[src/rtl/gbs_pkg.sv]
package gbs_pkg;

  localparam int COORD_BITS    = 13;
  localparam int SCORE_BITS    = 16;
  localparam int LABEL_BITS    = 8;
  localparam int THR_BITS      = 17;
  localparam int FRAC_BITS     = 16;
  localparam int CFG_ADDR_BITS = 3;
  localparam int CFG_DATA_BITS = 32;
  localparam int EXT_BITS      = COORD_BITS + 1;
  localparam int AREA_BITS     = 2 * EXT_BITS;
  localparam int UNI_BITS      = AREA_BITS + 1;
  localparam int PROD_BITS     = UNI_BITS + THR_BITS;

  localparam logic [THR_BITS-1:0] THR_RESET = THR_BITS'(29491);

  // register index taken from paddr above the byte offset
  localparam logic [CFG_ADDR_BITS-3:0] REG_THRESHOLD = '0;

  typedef struct packed {
    logic                  has_box;
    logic [COORD_BITS-1:0] left_x;
    logic [COORD_BITS-1:0] top_y;
    logic [COORD_BITS-1:0] right_x;
    logic [COORD_BITS-1:0] bottom_y;
    logic [SCORE_BITS-1:0] confidence;
    logic [LABEL_BITS-1:0] class_label;
    logic                  frame_end;
  } box_in_t;

  typedef struct packed {
    logic                  box_present;
    logic [COORD_BITS-1:0] kept_left_x;
    logic [COORD_BITS-1:0] kept_top_y;
    logic [COORD_BITS-1:0] kept_right_x;
    logic [COORD_BITS-1:0] kept_bottom_y;
    logic [SCORE_BITS-1:0] kept_confidence;
    logic [LABEL_BITS-1:0] kept_label;
    logic                  last_kept;
    logic                  dropped_overflow;
  } box_out_t;

  typedef struct packed {
    logic [COORD_BITS-1:0] left_x;
    logic [COORD_BITS-1:0] top_y;
    logic [COORD_BITS-1:0] right_x;
    logic [COORD_BITS-1:0] bottom_y;
    logic [SCORE_BITS-1:0] score;
    logic [LABEL_BITS-1:0] label;
  } box_rec_t;

  typedef struct packed {
    logic done;
    logic hit;
  } ovl_res_t;

  typedef enum logic [3:0] {
    ST_LOAD,
    ST_R_I,
    ST_R_IW,
    ST_R_J,
    ST_R_JW,
    ST_I_ORD,
    ST_I_CHK,
    ST_I_BOX,
    ST_I_EMIT,
    ST_J_ORD,
    ST_J_CHK,
    ST_J_BOX,
    ST_J_WAIT,
    ST_FLUSH,
    ST_EMPTY
  } state_t;

  function automatic logic [EXT_BITS-1:0] extent(input logic [COORD_BITS-1:0] lo,
                                                 input logic [COORD_BITS-1:0] hi);
    extent = (hi >= lo) ? (EXT_BITS'(hi) - EXT_BITS'(lo) + EXT_BITS'(1)) : '0;
  endfunction

  function automatic box_out_t make_out(input box_rec_t rec, input logic last,
                                        input logic ovf);
    box_out_t o;
    o.box_present      = 1'b1;
    o.kept_left_x      = rec.left_x;
    o.kept_top_y       = rec.top_y;
    o.kept_right_x     = rec.right_x;
    o.kept_bottom_y    = rec.bottom_y;
    o.kept_confidence  = rec.score;
    o.kept_label       = rec.label;
    o.last_kept        = last;
    o.dropped_overflow = ovf;
    make_out = o;
  endfunction

endpackage

[src/rtl/gbs_overlap.sv]
module gbs_overlap (
  input  logic                            clk,
  input  logic                            rst_n,
  input  logic                            start,
  input  gbs_pkg::box_rec_t               box_a,
  input  gbs_pkg::box_rec_t               box_b,
  input  logic [gbs_pkg::THR_BITS-1:0]    thr,
  output gbs_pkg::ovl_res_t               res
);
  import gbs_pkg::*;

  logic [3:0]           v_r;
  logic [EXT_BITS-1:0]  iw_r, ih_r, aw_r, ah_r, bw_r, bh_r;
  logic [AREA_BITS-1:0] inter_r, area_a_r, area_b_r, inter3_r, inter4_r;
  logic [UNI_BITS-1:0]  uni_r;
  logic [PROD_BITS-1:0] prod_r;
  logic                 nz4_r;
  logic [COORD_BITS-1:0] x1, y1, x2, y2;

  always_comb begin
    x1 = (box_a.left_x   > box_b.left_x)   ? box_a.left_x   : box_b.left_x;
    y1 = (box_a.top_y    > box_b.top_y)    ? box_a.top_y    : box_b.top_y;
    x2 = (box_a.right_x  < box_b.right_x)  ? box_a.right_x  : box_b.right_x;
    y2 = (box_a.bottom_y < box_b.bottom_y) ? box_a.bottom_y : box_b.bottom_y;
  end

  always_ff @(posedge clk) begin
    if (!rst_n) begin
      v_r <= '0;
    end else begin
      v_r <= {v_r[2:0], start};
    end
  end

  always_ff @(posedge clk) begin
    iw_r     <= extent(x1, x2);
    ih_r     <= extent(y1, y2);
    aw_r     <= extent(box_a.left_x, box_a.right_x);
    ah_r     <= extent(box_a.top_y, box_a.bottom_y);
    bw_r     <= extent(box_b.left_x, box_b.right_x);
    bh_r     <= extent(box_b.top_y, box_b.bottom_y);
    inter_r  <= AREA_BITS'(iw_r) * AREA_BITS'(ih_r);
    area_a_r <= AREA_BITS'(aw_r) * AREA_BITS'(ah_r);
    area_b_r <= AREA_BITS'(bw_r) * AREA_BITS'(bh_r);
    uni_r    <= UNI_BITS'(area_a_r) + UNI_BITS'(area_b_r) - UNI_BITS'(inter_r);
    inter3_r <= inter_r;
    prod_r   <= PROD_BITS'(thr) * PROD_BITS'(uni_r);
    inter4_r <= inter3_r;
    nz4_r    <= (uni_r != '0);
  end

  // cross-multiplied ratio test, zero union never overlaps
  assign res.done = v_r[3];
  assign res.hit  = nz4_r && (PROD_BITS'({inter4_r, FRAC_BITS'(0)}) >= prod_r);

endmodule

[config.mk]
export PLATFORM = sky130hd
export DESIGN_NAME = gbs_overlap
export DESIGN_NICKNAME = d
export VERILOG_FILES = /design/src/rtl/gbs_pkg.sv /design/src/rtl/gbs_overlap.sv
export SDC_FILE = /design/constraint.sdc
export NUM_CORES = 2
export LEC_CHECK = 0
export BUFFER_PORTS_ARGS = -buffer_cell sky130_fd_sc_hd__buf_4
export CAP_MARGIN = 20
export CORE_MARGIN = 8
export CORE_UTILIZATION = 59
export DETAILED_ROUTE_END_ITERATION = 7
export PLACE_DENSITY = 0.79
export SLEW_MARGIN = 30
export SYNTH_ARGS = -nofsm -noshare
export SYNTH_HDL_FRONTEND = slang
export SYNTH_SLANG_ARGS = --single-unit
[constraint.sdc]
create_clock -name clk -period 7.6 [get_ports clk]
set_clock_uncertainty 0.05 [all_clocks]
set_input_delay 1.52 -clock clk [delete_from_list [all_inputs] [get_ports clk]]
set_output_delay 1.52 -clock clk [all_outputs]
set_load 0.02 [all_outputs]
== Yosys cells after proc, flatten, opt, wreduce, memory -nomap -nowiden ==
Index checks and enable logic that the tools add are counted.

* Bits in writable memories: 0
* Output and inout bits: 2
* Register bits: 304
* Input port bits: 172
* Latch bits: 0
* Memories kept: 0
* ROM bits: 0

* Muxes and demuxes: 4
* Shift-type cells: 0
* $lt $le $gt $ge: 11
* Add/sub/neg operators: 14
* Equality and inequality tests: 0
* Reductions and logical operators: 2
* Div/mod/pow operators: 0
* Bitwise gates (word level): 0
* $mul: 4

{| class="wikitable"
|+ Operators by type and width
! cell !! number
|-
| adder 14 x 1 -> 14 bit, second input constant || 6
|-
| multiplier 14 x 14 -> 28 bit || 3
|-
| subtractor 13 x 13 -> 14 bit || 6
|-
| >= comparator 13 bit || 6
|-
| two-way mux 13 bit || 4
|-
| >= comparator 44 x 46 -> 1 bit || 1
|-
| multiplier 17 x 29 -> 46 bit || 1
|-
| adder 28 x 28 -> 29 bit || 1
|-
| nonzero test 29 bit || 1
|-
| subtractor 29 x 28 -> 29 bit || 1
|-
| greater-than comparator 13 bit || 2
|-
| less-than comparator 13 bit || 2
|-
| logical AND 1 bit || 1
|}

== Longest topological paths before layout ==
* Word-level depth: 4
* Gate-level depth with buffers: 25
* Mapped depth without buffers: 23

== Worst setup path after synthesis ==
Ideal clock, no wire load.

* Kind: input to register
* Start: input thr[8] in the netlist's numbering
* End: register prod_r[37]
* Setup time: 0.072 ns
* Path slack: 0.369 ns
* Buffers on the path: 2
* Data arrival time: 7.110 ns
* Cell stages on the path: 22
* Path through: clkbuf_1 > clkbuf_1 > nand2_1 > fa_1 > inv_1 > fa_1 > inv_1 > fa_1 > inv_1 > fa_1 > fa_1 > inv_1 > fa_1 > inv_1 > ha_1 > nand3_1 > o21bai_1 > or4_1 > a211oi_1 > o21ai_1 > nand2b_1 > xor2_1

* Word-level cells in the longest chain between the ends: 1

{| class="wikitable"
|+ RTL lines
! element !! RTL line !! RTL
|-
| start: declaration || gbs_overlap.sv:7 || <nowiki>input logic [gbs_pkg::THR_BITS-1:0] thr,</nowiki>
|-
| multiplier 17 x 29 -> 46 bit || gbs_overlap.sv:47 || <nowiki>prod_r <= PROD_BITS'(thr) * PROD_BITS'(uni_r);</nowiki>
|-
| end signal: assignment || gbs_overlap.sv:47 ||
|-
| end: declaration || gbs_overlap.sv:16 || <nowiki>logic [PROD_BITS-1:0] prod_r;</nowiki>
|}

No other way between the ends.
A chain may end at the register's enable or synchronous reset.

== Worst setup path after layout ==
* Start: input thr[2] in the netlist's numbering
* End: register prod_r[45]

The elaborated chain is that of the path after synthesis.

==> impl_metrics.sql <==
INSERT INTO impl_metrics (metric_group, metric, value, unit) VALUES
('layout', 'most-common-layout-cells', 'sky130_fd_sc_hd__inv_1 (1267), sky130_fd_sc_hd__fa_1 (891), sky130_fd_sc_hd__nand2_1 (764)', ''),
('layout', 'post_route_cells_drive_above_1_share', '0.0478', ''),
('layout', 'area_growth', '6.36', '%'),
('sta', 'final_clock_period_utilization_by_the_worst_path', '0.942', ''),
('worst_setup_path', 'timing.critical_path.arrival', '7.55', 'ns'),
('yosys', 'yosysUniqueCellTypes', '88', ''),
('floorplan', 'die_area', '98500', 'µm²'),
('drt', 'drt.antenna.violating_nets', '0', ''),
('clock_network', 'cts.path.max_buffers', '3', ''),
('global_route', 'grt_use_met1', '0.318', ''),
('min_path', 'worst_hold_endpoint', 'inter4_r[15]$_DFF_P_', ''),
('status', 'outcome', 'completed', ''),
('yosys', 'synth.cell_area', '52400', 'µm²'),
('worst_setup_path', 'timing.reg2reg.worst_path_depth', '20', ''),
('placed_design', 'port-buffer-count', '125', ''),
('placed_design', 'routabilityCongestion', '0.933', ''),
('worst_setup_path', 'worst_r2r_startpoint', 'uni_r[10]$_DFF_P_', ''),
('layout', 'filler_instances', '7217', ''),
('placed_design', 'dp.final_hpwl', '102000', 'µm'),
('min_path', 'min_path_type', 'flop to flop', ''),
('sta', 'finalSetupViolations', '0', ''),
('sta', 'timing_max_transition_violations_final', '0', ''),
('clock_network', 'cts_root_buf', 'sky130_fd_sc_hd__clkbuf_16', ''),
('min_path', 'hold_critical_path_depth', '0', ''),
('worst_setup_path', 'critical_path.startpoint_type', 'input pin', ''),
('sta', 'tightest_slew', '0.978', 'ns'),
('yosys', 'postSynth.asyncResetShare', '0', ''),
('clock_network', 'postCtsSetupBuffers', '0', ''),
('clock_network', 'cts.sink_count', '304', ''),
('drt', 'detail_route.first_pass.iterations', '6', ''),
('floorplan', 'fp.dieW', '314', 'µm'),
('floorplan', 'core_area', '88100', 'µm²'),
('clock_network', 'tritoncts.num_buffers', '34', ''),
('yosys', 'syn-mean-instance-area', '8.90', 'µm²'),
('placed_design', 'post-place-ws', '-0.0532', 'ns'),
('worst_setup_path', 'path_max_fanout', '13', ''),
('min_path', 'min-delay-start', 'inter3_r[15]$_DFF_P_', ''),
('floorplan', 'chipHeight', '314', 'µm'),
('global_route', 'global_route.usage.met3', '0.0399', ''),
('placed_design', 'placedCellCount', '7019', ''),
('drt', 'drt_first_iter_violations', '2519', ''),
('drt', 'route.detailed.drc', '0', ''),
('clock_network', 'clkSlewWorstSetupHoldPaths', '0.06', 'ns'),
('worst_setup_path', 'timing.critical_path.to_type', 'flop', ''),
('global_route', 'grt_antenna_before_repair', '0', ''),
('yosys', 'synth_edf_count', '0', ''),
('sta', 'worst_slew_margin_rel', '0.347', ''),
('layout', 'layout.cells.most_common', 'sky130_fd_sc_hd__inv_1', ''),
('floorplan', 'io_pins', '174', ''),
('placed_design', 'placed_area', '54400', 'µm²'),
('yosys', 'synth-seq-area-share', '0.116', ''),
('worst_setup_path', 'rrSetupSlack', '0.56', 'ns'),
('yosys', 'synth-main-ff-cell', 'sky130_fd_sc_hd__dfxtp_1', ''),
('clock_network', 'hold_buffers', '0', ''),
('yosys', 'ys_seq_elements', '304', ''),
('global_route', 'grt-ovfl-total', '0', ''),
('floorplan', 'initial_utilization', '0.594', ''),
('global_route', 'globalRoute.busiestLayer', 'met2', ''),
('floorplan', 'num_rows', '109', ''),
('yosys', 'yosys_warnings', '0', ''),
('sta', 'finalHoldWorstSlack', '0.275', 'ns'),
('layout', 'antenna_cells', '0', ''),
('global_route', 'grt_max_degree', '30', ''),
('layout', 'nNetsFinal', '7618', ''),
('yosys', 'ys_top_cells_by_area', 'sky130_fd_sc_hd__fa_1 (34%), sky130_fd_sc_hd__ha_1 (16%), sky130_fd_sc_hd__dfxtp_1 (12%)', ''),
('worst_setup_path', 'worstReg2RegEnd', 'prod_r[45]$_DFF_P_', ''),
('clock_network', 'clock_latency_of_the_later_clocked_register_in_the_worst_skew_pair', '0.58', 'ns'),
('clock_network', 'cts_tree', 'built', ''),
('drt', 'routedWlPerCell', '17.5', 'µm'),
('yosys', 'synth_top_cell_area_share', '0.341', ''),
('worst_setup_path', 'required', '7.99', 'ns');
## routing by layer
layer / vias up / wire, µm
met5: - / 0
met2: 1312 / 60500
met3: 301 / 7880
met4: 0 / 5000
li1: 18200 / -
met1: 19307 / 50200
## state kept, by name (all words and copies together) (netlist names)
| register | flops |
|---|---|
| nz4_r | 1 |
| area_b_r | 28 |
| iw_r | 14 |
| v_r | 4 |
| aw_r | 14 |
| bw_r | 14 |
| area_a_r | 28 |
| uni_r | 29 |
| inter4_r | 28 |
| bh_r | 14 |
| ih_r | 14 |
| prod_r | 46 |
| inter_r | 28 |
| inter3_r | 28 |
| ah_r | 14 |
## worst max-delay path by stage
stage          slack [ns]  cells after the start                 end    from
2_1_floorplan        0.37                     22  prod_r[37]$_DFF_P_  thr[8]
3_3_place_gp        0.007                     23  prod_r[44]$_DFF_P_  thr[5]
3_5_place_dp        -0.05                     22  prod_r[45]$_DFF_P_  thr[5]
4_1_cts              0.48                     22  prod_r[38]$_DFF_P_  thr[5]
5_1_grt              0.15                     23  prod_r[44]$_DFF_P_  thr[5]
6_report             0.44                     21  prod_r[45]$_DFF_P_  thr[2]
## cell type report
cell class                      count  area [µm²]  area share
Clock buffer                       42         891      0.0160
Clock inverter                     19         359     0.00645
Inverter                         1267        4760      0.0854
Multi-Input combinational cell   4102       40700       0.731
Sequential cell                   304        6090       0.109
Tap cell                         1165        1460      0.0262
Timing Repair Buffer              181        1420      0.0255
## worst max-delay path, cell delays in order
cell and delay (ns):
sky130_fd_sc_hd__buf_4 0.20, sky130_fd_sc_hd__nand2_1 0.11, sky130_fd_sc_hd__fa_1 0.55, sky130_fd_sc_hd__fa_1 0.58, sky130_fd_sc_hd__fa_1 0.45, sky130_fd_sc_hd__fa_1 0.57
sky130_fd_sc_hd__inv_1 0.06, sky130_fd_sc_hd__fa_1 0.48, sky130_fd_sc_hd__inv_1 0.05, sky130_fd_sc_hd__fa_1 0.48, sky130_fd_sc_hd__inv_1 0.05, sky130_fd_sc_hd__ha_1 0.38
sky130_fd_sc_hd__nand2_1 0.10, sky130_fd_sc_hd__o31ai_1 0.27, sky130_fd_sc_hd__a211oi_1 0.09, sky130_fd_sc_hd__buf_4 0.17, sky130_fd_sc_hd__or4_1 0.59, sky130_fd_sc_hd__a211oi_1 0.41
sky130_fd_sc_hd__o211ai_1 0.21, sky130_fd_sc_hd__nand3_1 0.14, sky130_fd_sc_hd__xnor2_1 0.07
## cells by family after synthesis
| kind of cell | after synthesis | synth area share |
|---|---|---|
| buf+inv | 1474 | 0.106 |
| xor+xnor | 157 | 0.0263 |
| fa+ha+maj | 1556 | 0.500 |
| flops | 304 | 0.116 |
| simple gates | 1648 | 0.152 |
| mux | 75 | 0.0148 |
| compound gates | 666 | 0.0845 |
## synthesized netlist by cell type, drive strengths merged, types with 17 or more instances
| cell type | instances |
|---|---|
| a211oi | 28 |
| a21o | 107 |
| a21oi | 198 |
| a31oi | 31 |
| and2 | 432 |
| clkbuf | 197 |
| dfxtp | 304 |
| fa | 891 |
| ha | 665 |
| inv | 1267 |
| mux2 | 17 |
| mux2i | 58 |
| nand2 | 764 |
| nand2b | 32 |
| nand3 | 35 |
| nand4 | 30 |
| nor2 | 158 |
| nor2b | 43 |
| nor3 | 64 |
| o21a | 36 |
| o21ai | 112 |
| o21bai | 26 |
| or3 | 20 |
| xnor2 | 119 |
| xor2 | 38 |
## through the flow
step	TNS (ns)	utilization
4_1_cts	0	0.632
3_3_place_gp	0	0.618
5_1_grt	0	0.632
3_5_place_dp	-0.205	0.618
2_1_floorplan	0	-
6_report	0	0.632
Power is not shown: default switching activity piles up to over one toggle a cycle in this logic, so the estimate is an artifact.
